### config.mk
export PLATFORM = sky130hd
export DESIGN_NAME = haptic_wall_force_pd_controller_core
export DESIGN_NICKNAME = d
export VERILOG_FILES = /design/src/hwfpd_pkg.sv /design/src/hwfpd_ctrl.sv /design/src/hwfpd_datapath.sv /design/src/haptic_wall_force_pd_controller_core.sv
export SDC_FILE = /design/constraint.sdc
export NUM_CORES = 2
export LEC_CHECK = 0
export ABC_CLOCK_PERIOD_IN_PS = 25300
export BUFFER_PORTS_ARGS = -buffer_cell sky130_fd_sc_hd__buf_4
export CORE_MARGIN = 4
export CORE_UTILIZATION = 58
export DETAILED_ROUTE_END_ITERATION = 12
export GPL_TIMING_DRIVEN = 0
export PLACE_DENSITY = 0.75
export RECOVER_POWER = 50
export SYNTH_ARGS = -nofsm -noshare
export SYNTH_HDL_FRONTEND = slang
export SYNTH_SLANG_ARGS = --single-unit
### constraint.sdc
create_clock -name aclk -period 25.3 [get_ports aclk]
set_input_delay 7.59 -clock aclk [delete_from_list [all_inputs] [get_ports aclk]]
set_output_delay 7.59 -clock aclk [all_outputs]
set_load 0.02 [all_outputs]
### src/hwfpd_pkg.sv
// Shared types, constants and codes for the haptic wall force PD controller.
`default_nettype none

package hwfpd_pkg;

    // Position table size; the index clamps to its last entry.
    localparam int POSITION_COUNT = 150;
    localparam logic [9:0] LAST_INDEX = 10'(POSITION_COUNT - 1);

    // Low-pass weights in Q0.16: 0.85 and 0.15.
    localparam int FILT_KEEP = 55706;
    localparam int FILT_TAKE = 9830;

    // Reciprocal of 5 scaled by 2^24; exact for dividends below 2^21.
    localparam int RECIP5 = 3355444;
    localparam int RECIP_SHIFT = 24;
    // The divide by 640 is a shift by 7 followed by the divide by 5.
    localparam int DIV_SHIFT = 7;

    localparam logic [14:0] TARGET_MAX = 15'h7fff;

    typedef enum logic [3:0] {
        REG_POSITION_OFFSET = 4'd0,
        REG_WALL_START      = 4'd1,
        REG_WALL_STIFFNESS  = 4'd2,
        REG_KP_WALL         = 4'd3,
        REG_KD_WALL         = 4'd4,
        REG_KP_FREE         = 4'd5,
        REG_KD_FREE         = 4'd6,
        REG_CURRENT_LIMIT   = 4'd7
    } cfg_index_t;

    typedef enum logic [2:0] {
        MUL_TARGET = 3'd0,
        MUL_KEEP   = 3'd1,
        MUL_TAKE   = 3'd2,
        MUL_KP     = 3'd3,
        MUL_KD     = 3'd4,
        MUL_RECIP  = 3'd5
    } mul_sel_t;

    typedef struct packed {
        logic [11:0]        raw_position;
        logic signed [15:0] measured_force;
    } in_item_t;

    typedef struct packed {
        logic signed [15:0] drive_current;
        logic [9:0]         position_index;
        logic               in_wall;
        logic               saturated;
    } out_item_t;

    typedef struct packed {
        logic [11:0] position_offset;
        logic [9:0]  wall_start;
        logic [15:0] wall_stiffness;
        logic [9:0]  kp_wall;
        logic [9:0]  kd_wall;
        logic [9:0]  kp_free;
        logic [9:0]  kd_free;
        logic [14:0] current_limit;
    } cfg_t;

    typedef struct packed {
        logic     load_in;
        logic     mul_en;
        mul_sel_t mul_sel;
        logic     target_load;
        logic     acc_load;
        logic     filt_load;
        logic     err_load;
        logic     sum_load;
        logic     abs_load;
        logic     out_load;
    } cmd_t;

    typedef struct packed {
        logic out_free;
    } sts_t;

endpackage

`default_nettype wire

### src/hwfpd_ctrl.sv
// Sequencer that steps one item through the shared-multiplier datapath.
`default_nettype none

module hwfpd_ctrl (
    input  wire logic            aclk,
    input  wire logic            aresetn,
    input  wire logic            s_valid,
    output logic                 s_ready,
    input  wire hwfpd_pkg::sts_t sts,
    output hwfpd_pkg::cmd_t      cmd
);

    typedef enum logic [11:0] {
        ST_IDLE   = 12'b0000_0000_0001,
        ST_TARGET = 12'b0000_0000_0010,
        ST_KEEP   = 12'b0000_0000_0100,
        ST_TAKE   = 12'b0000_0000_1000,
        ST_FILT   = 12'b0000_0001_0000,
        ST_ERR    = 12'b0000_0010_0000,
        ST_MULP   = 12'b0000_0100_0000,
        ST_MULD   = 12'b0000_1000_0000,
        ST_SUM    = 12'b0001_0000_0000,
        ST_ABS    = 12'b0010_0000_0000,
        ST_RECIP  = 12'b0100_0000_0000,
        ST_FINISH = 12'b1000_0000_0000
    } state_t;

    state_t state_reg;
    state_t state_next;

    always_ff @(posedge aclk) begin
        if (!aresetn) begin
            state_reg <= ST_IDLE;
        end else begin
            state_reg <= state_next;
        end
    end

    always_comb begin
        state_next      = state_reg;
        cmd             = '0;
        cmd.mul_sel     = hwfpd_pkg::MUL_TARGET;
        s_ready         = 1'b0;
        case (state_reg)
            ST_IDLE: begin
                s_ready = 1'b1;
                if (s_valid) begin
                    cmd.load_in = 1'b1;
                    state_next  = ST_TARGET;
                end
            end
            ST_TARGET: begin
                cmd.mul_en  = 1'b1;
                cmd.mul_sel = hwfpd_pkg::MUL_TARGET;
                state_next  = ST_KEEP;
            end
            ST_KEEP: begin
                cmd.target_load = 1'b1;
                cmd.mul_en      = 1'b1;
                cmd.mul_sel     = hwfpd_pkg::MUL_KEEP;
                state_next      = ST_TAKE;
            end
            ST_TAKE: begin
                cmd.acc_load = 1'b1;
                cmd.mul_en   = 1'b1;
                cmd.mul_sel  = hwfpd_pkg::MUL_TAKE;
                state_next   = ST_FILT;
            end
            ST_FILT: begin
                cmd.filt_load = 1'b1;
                state_next    = ST_ERR;
            end
            ST_ERR: begin
                cmd.err_load = 1'b1;
                state_next   = ST_MULP;
            end
            ST_MULP: begin
                cmd.mul_en  = 1'b1;
                cmd.mul_sel = hwfpd_pkg::MUL_KP;
                state_next  = ST_MULD;
            end
            ST_MULD: begin
                cmd.acc_load = 1'b1;
                cmd.mul_en   = 1'b1;
                cmd.mul_sel  = hwfpd_pkg::MUL_KD;
                state_next   = ST_SUM;
            end
            ST_SUM: begin
                cmd.sum_load = 1'b1;
                state_next   = ST_ABS;
            end
            ST_ABS: begin
                cmd.abs_load = 1'b1;
                state_next   = ST_RECIP;
            end
            ST_RECIP: begin
                cmd.mul_en  = 1'b1;
                cmd.mul_sel = hwfpd_pkg::MUL_RECIP;
                state_next  = ST_FINISH;
            end
            ST_FINISH: begin
                // Hold the finished value until the output register can take it.
                if (sts.out_free) begin
                    cmd.out_load = 1'b1;
                    state_next   = ST_IDLE;
                end
            end
            default: begin
                state_next = ST_IDLE;
            end
        endcase
    end

    a_out_load_free: assert property (@(posedge aclk) disable iff (!aresetn)
        cmd.out_load |-> sts.out_free)
        else $error("result loaded while output register is occupied");

    a_one_item: assert property (@(posedge aclk) disable iff (!aresetn)
        s_valid && s_ready |=> !s_ready && !cmd.out_load)
        else $error("controller took a second item or finished too early");

endmodule

`default_nettype wire

### src/hwfpd_datapath.sv
// Datapath: position clamp, filter, PD law, divide by 640 and saturation.
`default_nettype none

module hwfpd_datapath (
    input  wire logic                aclk,
    input  wire logic                aresetn,
    input  wire hwfpd_pkg::cmd_t     cmd,
    input  wire hwfpd_pkg::cfg_t     cfg,
    input  wire hwfpd_pkg::in_item_t s_item,
    output hwfpd_pkg::sts_t          sts,
    output logic                     m_valid,
    input  wire logic                m_ready,
    output hwfpd_pkg::out_item_t     m_item
);

    localparam int QL = hwfpd_pkg::RECIP_SHIFT;

    logic [9:0]           pos_reg;
    logic                 wall_reg;
    logic signed [15:0]   meas_reg;
    logic signed [55:0]   prod_reg;
    logic signed [48:0]   acc_reg;
    logic [14:0]          target_reg;
    logic signed [31:0]   ff_reg;
    logic signed [17:0]   prev_err_reg;
    logic signed [17:0]   err_reg;
    logic signed [17:0]   derr_reg;
    logic signed [28:0]   u_reg;
    logic [20:0]          mag_reg;
    logic                 neg_reg;
    hwfpd_pkg::out_item_t out_reg;
    logic                 m_valid_reg;

    logic signed [12:0] pos_diff;
    logic [9:0]         pos_c;
    logic               wall_c;
    logic [9:0]         ramp_step;
    logic [9:0]         kp_sel;
    logic [9:0]         kd_sel;
    logic signed [32:0] mul_a;
    logic signed [22:0] mul_b;
    logic [14:0]        target_c;
    logic signed [48:0] take_term;
    logic signed [48:0] filt_sum;
    logic signed [17:0] err_c;
    logic signed [17:0] derr_c;
    logic signed [28:0] u_c;
    logic signed [28:0] u_abs;
    logic [18:0]        quot;
    logic signed [19:0] cur_c;
    logic signed [19:0] limit_ext;
    logic signed [15:0] drive_c;
    logic               sat_c;

    // Position index: clamp raw minus offset into the table.
    always_comb begin
        pos_diff = 13'({1'b0, s_item.raw_position}) - 13'({1'b0, cfg.position_offset});
        if (pos_diff[12]) begin
            pos_c = '0;
        end else if (pos_diff[11:0] > {2'b00, hwfpd_pkg::LAST_INDEX}) begin
            pos_c = hwfpd_pkg::LAST_INDEX;
        end else begin
            pos_c = pos_diff[9:0];
        end
        wall_c = pos_c > cfg.wall_start;
    end

    assign ramp_step = pos_reg - cfg.wall_start;
    assign kp_sel    = wall_reg ? cfg.kp_wall : cfg.kp_free;
    assign kd_sel    = wall_reg ? cfg.kd_wall : cfg.kd_free;

    // One shared signed multiplier, operands chosen per step.
    always_comb begin
        case (cmd.mul_sel)
            hwfpd_pkg::MUL_TARGET: begin
                mul_a = {23'b0, ramp_step};
                mul_b = {7'b0, cfg.wall_stiffness};
            end
            hwfpd_pkg::MUL_KEEP: begin
                mul_a = 33'(ff_reg);
                mul_b = 23'(hwfpd_pkg::FILT_KEEP);
            end
            hwfpd_pkg::MUL_TAKE: begin
                mul_a = 33'(meas_reg);
                mul_b = 23'(hwfpd_pkg::FILT_TAKE);
            end
            hwfpd_pkg::MUL_KP: begin
                mul_a = 33'(err_reg);
                mul_b = {13'b0, kp_sel};
            end
            hwfpd_pkg::MUL_KD: begin
                mul_a = 33'(derr_reg);
                mul_b = {13'b0, kd_sel};
            end
            hwfpd_pkg::MUL_RECIP: begin
                mul_a = {12'b0, mag_reg};
                mul_b = 23'(hwfpd_pkg::RECIP5);
            end
            default: begin
                mul_a = '0;
                mul_b = '0;
            end
        endcase
    end

    always_comb begin
        if (!wall_reg) begin
            target_c = '0;
        end else if (|prod_reg[55:17]) begin
            target_c = hwfpd_pkg::TARGET_MAX;
        end else begin
            target_c = prod_reg[16:2];
        end

        // The take product is at most 30 bits; it enters at weight 2^16.
        take_term = {{3{prod_reg[29]}}, prod_reg[29:0], 16'b0};
        filt_sum  = acc_reg + take_term;

        err_c  = {3'b000, target_reg} - {{2{ff_reg[31]}}, ff_reg[31:16]};
        derr_c = err_c - prev_err_reg;

        u_c   = acc_reg[28:0] + prod_reg[28:0];
        u_abs = u_reg[28] ? -u_reg : u_reg;

        // Magnitude quotient, then the sign goes back on: truncation toward zero.
        quot      = prod_reg[QL+18:QL];
        cur_c     = neg_reg ? -{1'b0, quot} : {1'b0, quot};
        limit_ext = {5'b0, cfg.current_limit};
        if (cur_c > limit_ext) begin
            drive_c = 16'(limit_ext);
            sat_c   = 1'b1;
        end else if (cur_c < -20'sd32768) begin
            drive_c = -16'sd32768;
            sat_c   = 1'b1;
        end else begin
            drive_c = cur_c[15:0];
            sat_c   = 1'b0;
        end
    end

    always_ff @(posedge aclk) begin
        if (cmd.load_in) begin
            pos_reg  <= pos_c;
            wall_reg <= wall_c;
            meas_reg <= s_item.measured_force;
        end
        if (cmd.mul_en) begin
            prod_reg <= mul_a * mul_b;
        end
        if (cmd.acc_load) begin
            acc_reg <= prod_reg[48:0];
        end
        if (cmd.target_load) begin
            target_reg <= target_c;
        end
        if (cmd.err_load) begin
            err_reg  <= err_c;
            derr_reg <= derr_c;
        end
        if (cmd.sum_load) begin
            u_reg <= u_c;
        end
        if (cmd.abs_load) begin
            mag_reg <= u_abs[27:hwfpd_pkg::DIV_SHIFT];
            neg_reg <= u_reg[28];
        end
        if (cmd.out_load) begin
            out_reg.drive_current  <= drive_c;
            out_reg.position_index <= pos_reg;
            out_reg.in_wall        <= wall_reg;
            out_reg.saturated      <= sat_c;
        end
    end

    always_ff @(posedge aclk) begin
        if (!aresetn) begin
            ff_reg       <= '0;
            prev_err_reg <= '0;
            m_valid_reg  <= 1'b0;
        end else begin
            if (cmd.filt_load) begin
                ff_reg <= filt_sum[47:16];
            end
            if (cmd.err_load) begin
                prev_err_reg <= err_c;
            end
            if (cmd.out_load) begin
                m_valid_reg <= 1'b1;
            end else if (m_ready) begin
                m_valid_reg <= 1'b0;
            end
        end
    end

    assign sts.out_free = !m_valid_reg || m_ready;
    assign m_valid      = m_valid_reg;
    assign m_item       = out_reg;

    a_index_range: assert property (@(posedge aclk) disable iff (!aresetn)
        m_valid_reg |-> out_reg.position_index <= hwfpd_pkg::LAST_INDEX)
        else $error("delivered position index beyond the table");

    a_wall_index: assert property (@(posedge aclk) disable iff (!aresetn)
        m_valid_reg && out_reg.in_wall |-> out_reg.position_index != 10'd0)
        else $error("in-wall result at index zero");

    a_free_target: assert property (@(posedge aclk) disable iff (!aresetn)
        cmd.target_load && !wall_reg |=> target_reg == 15'd0)
        else $error("nonzero target force outside the wall");

endmodule

`default_nettype wire

### src/haptic_wall_force_pd_controller_core.sv
// Top level: configuration registers, sequencer and datapath of the wall force controller.
//
// Input items (s_valid/s_ready/s_item) carry a raw position reading and a measured
// force; each produces exactly one result item on m_valid/m_ready/m_item with the
// drive current, clamped position index, in-wall flag and saturation flag.
// Registers are written through cfg_valid/cfg_ready/cfg_index/cfg_data; cfg_ready
// is always high and unknown indexes are ignored. Write them only while idle.
// A sequencer steps each accepted item through a
// single shared 33x23 signed multiplier (ramp, two filter products, P, D and the
// reciprocal divide by 5), and m_valid rises once the result is loaded. The sequencer
// takes the next item only after it has returned to idle from the last one.
// s_ready is high only while the sequencer is idle. A finished result sits in an
// output register; the next item is accepted while it waits, and its own result
// is held in the datapath until the receiver takes the earlier one.
// Reset (aresetn low, synchronous) restores register defaults, clears the filter
// state and the previous error, and empties the output register.
`default_nettype none

module haptic_wall_force_pd_controller_core (
    input  wire logic                aclk,
    input  wire logic                aresetn,
    input  wire logic                s_valid,
    output logic                     s_ready,
    input  wire hwfpd_pkg::in_item_t s_item,
    output logic                     m_valid,
    input  wire logic                m_ready,
    output hwfpd_pkg::out_item_t     m_item,
    input  wire logic                cfg_valid,
    output logic                     cfg_ready,
    input  wire logic [3:0]          cfg_index,
    input  wire logic [15:0]         cfg_data
);

    hwfpd_pkg::cfg_t cfg_reg;
    hwfpd_pkg::cfg_t cfg_next;
    hwfpd_pkg::cmd_t cmd;
    hwfpd_pkg::sts_t sts;

    assign cfg_ready = 1'b1;

    always_comb begin
        cfg_next = cfg_reg;
        if (cfg_valid) begin
            case (cfg_index)
                hwfpd_pkg::REG_POSITION_OFFSET: cfg_next.position_offset = cfg_data[11:0];
                hwfpd_pkg::REG_WALL_START:      cfg_next.wall_start      = cfg_data[9:0];
                hwfpd_pkg::REG_WALL_STIFFNESS:  cfg_next.wall_stiffness  = cfg_data;
                hwfpd_pkg::REG_KP_WALL:         cfg_next.kp_wall         = cfg_data[9:0];
                hwfpd_pkg::REG_KD_WALL:         cfg_next.kd_wall         = cfg_data[9:0];
                hwfpd_pkg::REG_KP_FREE:         cfg_next.kp_free         = cfg_data[9:0];
                hwfpd_pkg::REG_KD_FREE:         cfg_next.kd_free         = cfg_data[9:0];
                hwfpd_pkg::REG_CURRENT_LIMIT:   cfg_next.current_limit   = cfg_data[14:0];
                default: begin
                    cfg_next = cfg_reg;
                end
            endcase
        end
    end

    always_ff @(posedge aclk) begin
        if (!aresetn) begin
            cfg_reg.position_offset <= 12'd200;
            cfg_reg.wall_start      <= 10'd130;
            cfg_reg.wall_stiffness  <= 16'd2021;
            cfg_reg.kp_wall         <= 10'd200;
            cfg_reg.kd_wall         <= 10'd5;
            cfg_reg.kp_free         <= 10'd300;
            cfg_reg.kd_free         <= 10'd50;
            cfg_reg.current_limit   <= 15'd2400;
        end else begin
            cfg_reg <= cfg_next;
        end
    end

    hwfpd_ctrl u_ctrl (
        .aclk    (aclk),
        .aresetn (aresetn),
        .s_valid (s_valid),
        .s_ready (s_ready),
        .sts     (sts),
        .cmd     (cmd)
    );

    hwfpd_datapath u_datapath (
        .aclk    (aclk),
        .aresetn (aresetn),
        .cmd     (cmd),
        .cfg     (cfg_reg),
        .s_item  (s_item),
        .sts     (sts),
        .m_valid (m_valid),
        .m_ready (m_ready),
        .m_item  (m_item)
    );

endmodule

`default_nettype wire

==> Word-level counts from Yosys, hierarchy flattened <==
Cells that the tools add are included.
W data, S select, Z words.
{ "totals": {"ff_bits": 417, "inputBits": 53, "output_inout_bits": 31, "wordCells": 112} }
{ "classes": {"addsub": 8, "n_mul": 1, "order_cmp": 4, "eq_ne": 26, "n_mux": 29, "reduce_logical": 16} }
{ "op_table": {"columns": ["op", "count"], "rows": [
  ["$pmux W33 S6", 1],
  ["$pmux W12 S12", 1],
  ["$pmux W22 S6", 1],
  ["$mul A33 B23 Y56", 1],
  ["$add A48 B46 Y48", 1],
  ["$mux W10", 4],
  ["$reduce_or A39 Y1", 1],
  ["$mux W15", 2],
  ["$add A29 B29 Y29", 1],
  ["$mux W28", 1],
  ["$neg A28 Y28", 1],
  ["$mux W12", 2],
  ["$pmux W4 S6", 1],
  ["$gt A20 B16 Y1", 1],
  ["$lt A20 B16 Y1 const B", 1],
  ["$mux W20", 1],
  ["$neg A19 Y20", 1],
  ["$reduce_and A2 Y1", 9],
  ["$sub A18 B18 Y18", 1],
  ["$sub A16 B16 Y17", 1],
  ["$eq A4 B3 Y1 const B", 4],
  ["$mux W16", 1],
  ["$mux W1", 14],
  ["$sub A12 B12 Y13", 1],
  ["27 further kinds", 31]
]} }

==> Depth between registers and ports, before layout <==
{ "depth": {"depth_word": 5, "ltp_mapped": 40} }

==> Hierarchy <==
A second synthesis with hierarchy kept.
{ "unflattened": {"cells_unflattened": 4539, "area_unflattened_um2": 44532.7} }
{ "by_module_without_submodules": {"columns": ["module", "n_inst", "cells_per_inst", "area_per_inst_um2", "seq_area_each_um2"], "rows": [
  ["hwfpd_datapath", 1, 4104, 40256.1, 8808.4],
  ["haptic_wall_force_pd_controller_core", 1, 367, 3603.5, 1861.8],
  ["hwfpd_ctrl", 1, 68, 673.1, 240.2]
]} }

==> Least setup slack after synthesis <==
No wires, ideal clock.
{ "synth_path": {"path_type": "input to register", "startpoint": "in s_item[16] in the netlist's numbering", "endpoint": "reg u_datapath.wall_reg, data pin", "setup_ns": 0.146, "arrival_ns": 10.712, "required_time_ns": 25.154, "path_slack_ns": 14.442, "cell_stages": 20, "n_path_buf": 0, "path_cell_list": "inv_1 > ha_1 > fa_1 > nor2b_1 > o21ai_0 > a21boi_0 > o21ai_0 > a21boi_0 > o21a_1 > o21a_1 > o21ai_0 > nand4b_1 > o21a_1 > ha_1 > nand4_1 > nor3_1 > inv_1 > o221ai_1 > nor2_1 > a21oi_1"} }
{ "synth_between": {"elab_chain_len": 5} }
{ "synth_rtl": {"columns": ["item", "line", "rtl"], "rows": [
  ["start: declaration", "haptic_wall_force_pd_controller_core.sv:24", "input wire hwfpd_pkg::in_item_t s_item,"],
  ["$sub A12 B12 Y13 *", "hwfpd_datapath.sv:57", "pos_diff = 13'({1'b0, s_item.raw_position}) - 13'({1'b0, cfg.position_offset});"],
  ["$gt A12 B8 Y1", "hwfpd_datapath.sv:60", "end else if (pos_diff[11:0] > {2'b00, hwfpd_pkg::LAST_INDEX}) begin"],
  ["$mux W10", "hwfpd_datapath.sv:60", null],
  ["$mux W10 *", "hwfpd_datapath.sv:58", "if (pos_diff[12]) begin"],
  ["named net u_datapath.pos_c[7]", "hwfpd_datapath.sv:35", "logic [9:0] pos_c;"],
  ["$gt A10 B10 Y1 *", "hwfpd_datapath.sv:65", "wall_c = pos_c > cfg.wall_start;"],
  ["named net u_datapath.wall_c", "hwfpd_datapath.sv:36", "logic wall_c;"],
  ["end signal: assignment", "hwfpd_datapath.sv:144", "wall_reg <= wall_c;"],
  ["end: declaration", "hwfpd_datapath.sv:19", "logic wall_reg;"]
]} }
The timed path passes the listed nets; every way through them passes the cells marked *.
A chain may end at the register's enable or synchronous reset.

==> Worst setup path in the final report <==
{ "layout_path": {"startpoint": "reg u_ctrl.state_reg[0]", "endpoint": "reg u_datapath.prod_reg[54], data pin"} }
{ "layout_between": {"elab_chain_len": 5, "word_cells_on_any_way": 16, "cone_classes": "mul: 1; eq/ne: 11; mux: 3; reduce/logical: 1"} }
{ "layout_rtl": {"columns": ["item", "line", "rtl"], "rows": [
  ["start: declaration", "hwfpd_ctrl.sv:28", "state_t state_reg;"],
  ["start signal: assignment", "hwfpd_ctrl.sv:35", "state_reg <= state_next;"],
  ["$eq A12 B11 Y1, or another cell as far along", "hwfpd_ctrl.sv:44", "case (state_reg)"],
  ["$pmux W4 S6 *", "hwfpd_ctrl.sv:44", null],
  ["$eq A3 B3 Y1, or another cell as far along", "hwfpd_datapath.sv:74", "case (cmd.mul_sel)"],
  ["$pmux W33 S6 or $pmux W22 S6 (tied branches)", "hwfpd_datapath.sv:74", null],
  ["$mul A33 B23 Y56 *", "hwfpd_datapath.sv:148", "prod_reg <= mul_a * mul_b;"],
  ["end signal: assignment", "hwfpd_datapath.sv:148", null],
  ["end: declaration", "hwfpd_datapath.sv:21", "logic signed [55:0] prod_reg;"]
]} }
Mark *: on every way between the ends. The rest lies on a longest branch, timed or not.

==> impl_metrics.env <==
export IMPL_status="complete, but fails checks"
export IMPL_violations="max-capacitance violations, max-slew violations"
export IMPL_grt_pass1_vias=34694
export IMPL_rrSetupSlack_ns=12.11
export IMPL_syn_inst=4693
export IMPL_crit_reg2reg_launch="u_ctrl.state_reg[0]"
export IMPL_seqPwrFrac=0.210
export IMPL_ys_flop_type="edfxtp_1"
export IMPL_final_area_um2=47600
export IMPL_fin_crit_sh=0.521
export IMPL_ys_async_sr_fraction=0
export IMPL_syn_to_final_growth_pct=7.46
export IMPL_holdWs_ns=0.455
export IMPL_syn_area_um2=44300
export IMPL_cts_sinks=415
export IMPL_critPathTopFamily="compound AO/OA/AOI/OAI gates"
export IMPL_synth_edf_count=260
export IMPL_drive_above_1_share=0.0398
export IMPL_worst_path_largest_cell_delay_ns=1.36
export IMPL_critPathBufInv=8
export IMPL_gp_congestion=1.02
export IMPL_skew_ns=0.0230
export IMPL_fin_total_pwr_uw=4200
export IMPL_switching_power_uw=2080
export IMPL_arrival_ns=13.48
export IMPL_numCtsBuffers=41
export IMPL_grt_use_total=0.345
export IMPL_synth_area_top_cells="fa_1 28%, edfxtp_1 18%, ha_1 9.4%, inv_1 7.0%, dfxtp_1 7.0%"
export IMPL_fmaxAchievable_ghz=0.0758
export IMPL_dp_hpwl_mm=114
export IMPL_largest_reg_flops=93
export IMPL_insertion_delay_ns=0.58
export IMPL_die_w_um=284
export IMPL_cp_depth=32
export IMPL_dp_cells=5797
export IMPL_hold_class="reg2reg"
export IMPL_wl_met1_mm=56.0
export IMPL_crit_start="u_ctrl.state_reg[0]"
export IMPL_met3WireLength_mm=14.4
export IMPL_die_y_um=284
export IMPL_power_density_nw_per_um2=88.1
export IMPL_ys_ff_latch=415
export IMPL_postRouteAntennaNets=0
export IMPL_synth_largest_area_cell="fa_1"
export IMPL_dr_pass1_iters=9
export IMPL_seq_area_frac_synth=0.246
export IMPL_core_rowCount=101
export IMPL_combPwrFrac=0.639
export IMPL_instances_no_fill=5873
export IMPL_clkPwrFrac=0.152
export IMPL_htreeDepth=2
export IMPL_placed_cell_area_um2=46400
export IMPL_antenna_found_initial=4
export IMPL_reg2reg_depth=32
export IMPL_leakagePower_uw=0.0221
export IMPL_final_nets=5864
export IMPL_gr_total_overflow=0
export IMPL_cts_tree="done"
export IMPL_avgSynthCellArea_um2=9.44
export IMPL_route_met2_wl_mm=60.3
export IMPL_irDropWorstVdd_v=0.000266
export IMPL_die_area_um2=80900
export IMPL_max_slew_margin=-1.39
export IMPL_tightest_slew_ns=3.59
export IMPL_antenna_cells=0
export IMPL_final_max_slew_violation_count=186
export IMPL_rsz0062_at_grt="no"
export IMPL_r2r_end="u_datapath.prod_reg[54]"
export IMPL_grt_pass1_wl_mm=211
export IMPL_finalHoldViolCount=0
export IMPL_cts_setup_buffers=0
export IMPL_setup_tns_ns=0
export IMPL_portBuffers=72
export IMPL_setup_violations_final=0
export IMPL_wire_per_inst_um=23.5
export IMPL_period_needed_ns=13.19
export IMPL_worstPathRequired_ns=25.60
export IMPL_core_um2=75800
export IMPL_clk_pin_slew_ns=0.06
export IMPL_drc=0
export IMPL_worst_setup_path_type="reg2reg"
export IMPL_grt_max_degree=49
export IMPL_wl_mm=138
export IMPL_synth_top_area_frac=0.279
export IMPL_cap_viol_max_count=7
export IMPL_p_sw_frac=0.497
export IMPL_start_kind="flip-flop"
export IMPL_cts_root_buf="clkbuf_16"
export IMPL_clk_path_buf_depth=3
export IMPL_synth_warnings=0
export IMPL_drt_iter0_markers=3832
export IMPL_avgViaCountPerCell=5.91
export IMPL_p_int_uw=2110
export IMPL_dr_total_vias=34738
export IMPL_synth_distinct_cells=85
export IMPL_critPathSlowestCell="nor3b_1"
export IMPL_cts_resized=0
export IMPL_crit_fanout=10
export IMPL_postCtsHoldBufs=0
export IMPL_ios=84
export IMPL_crit_path_end="u_datapath.prod_reg[54]"
export IMPL_endpoint_kind="flip-flop"
export IMPL_highest_layer="met5"
export IMPL_start_util=0.584
[stage by stage]
stage,setup slack [ns],util
floorplan,14.44,-
global placement,13.36,0.610
detailed placement,13.25,0.612
CTS,13.16,0.630
global route,11.99,0.628
finish,12.11,0.628
[cells by family after synthesis]
group	synth area share
AOI/OAI and AO/OA	0.107
xor gates and xnor gates	0.0376
adders and majority gates	0.373
buffers and inverters	0.0869
DFF	0.246
muxes	0.0150
other	0.000170
and+or+nand+nor	0.135
[cell usage after synthesis, drive strengths merged, types with 29 or more instances]
cell type,instances
nor2,324
xnor2,138
nand3,78
ha,332
dfxtp,155
and2,87
inv,830
fa,617
nor2b,29
xor2,52
a21o,73
nand2b,33
a21oi,240
nor3,40
mux2i,62
edfxtp,260
o21ai,154
nand2,573
clkbuf,169
o21a,49
[routing by layer]
metal | up-vias | track usage
li1 | 15474 | -
met1 | 17190 | 0.489
met2 | 1756 | 0.526
met3 | 316 | 0.0654
met4 | 2 | 0.145
met5 | - | 0
[final cells by class]
type                            instances  area [µm²]
Clock buffer                           60        1210
Multi-Input combinational cell       3307       29700
Clock inverter                         16         169
Inverter                              831        3120
Fill cell                            6521       28200
Sequential cell                       415       10900
Tap cell                              978        1220
Buffer                                190         729
Timing Repair Buffer                   76         556
[cell usage in the layout, fill, tap and decap left out, types with 17 or more instances in the layout]
| master | count |
|---|---|
| o31ai_1 | 20 |
| nand2_1 | 573 |
| and2_1 | 82 |
| mux2i_1 | 62 |
| nor2_1 | 324 |
| o21a_1 | 49 |
| clkbuf_16 | 43 |
| nor3_1 | 40 |
| nor2b_1 | 28 |
| nand2b_1 | 32 |
| clkbuf_1 | 184 |
| ha_1 | 332 |
| nand3_1 | 77 |
| o21ai_0 | 153 |
| dfxtp_1 | 155 |
| a31oi_1 | 21 |
| edfxtp_1 | 260 |
| inv_1 | 829 |
| o211ai_1 | 20 |
| a21o_1 | 73 |
| nand4_1 | 26 |
| xor2_1 | 52 |
| buf_4 | 73 |
| a211oi_1 | 21 |
| conb_1 | 52 |
| fa_1 | 617 |
| xnor2_1 | 138 |
| a21oi_1 | 239 |
| and3_1 | 26 |
| o21bai_1 | 17 |
[worst min-delay path by stage]
stage | start | cells after the start | slack (ns) | endpoint
2_1_floorplan | u_datapath.wall_reg | 0 | 0.42 | u_datapath.m_item[1]
3_3_place_gp | u_datapath.prod_reg[44] | 0 | 0.43 | u_datapath.acc_reg[44]
3_5_place_dp | u_datapath.pos_reg[0] | 0 | 0.44 | u_datapath.m_item[2]
4_1_cts | u_datapath.prod_reg[44] | 0 | 0.45 | u_datapath.acc_reg[44]
5_1_grt | u_datapath.pos_reg[0] | 0 | 0.47 | u_datapath.m_item[2]
6_report | u_datapath.pos_reg[0] | 0 | 0.45 | u_datapath.m_item[2]
[power groups by stage]
stage / logic, µW / clock network [µW] / registers [µW]
after floorplan: 1690 / 0 / 867
after global placement: 2550 / 0 / 893
after detailed placement: 2530 / 0 / 891
after CTS: 2590 / 639 / 878
after global routing: 2950 / 673 / 879
final: 2680 / 636 / 880
No activity file was read; power rests on OpenSTA's default activity.
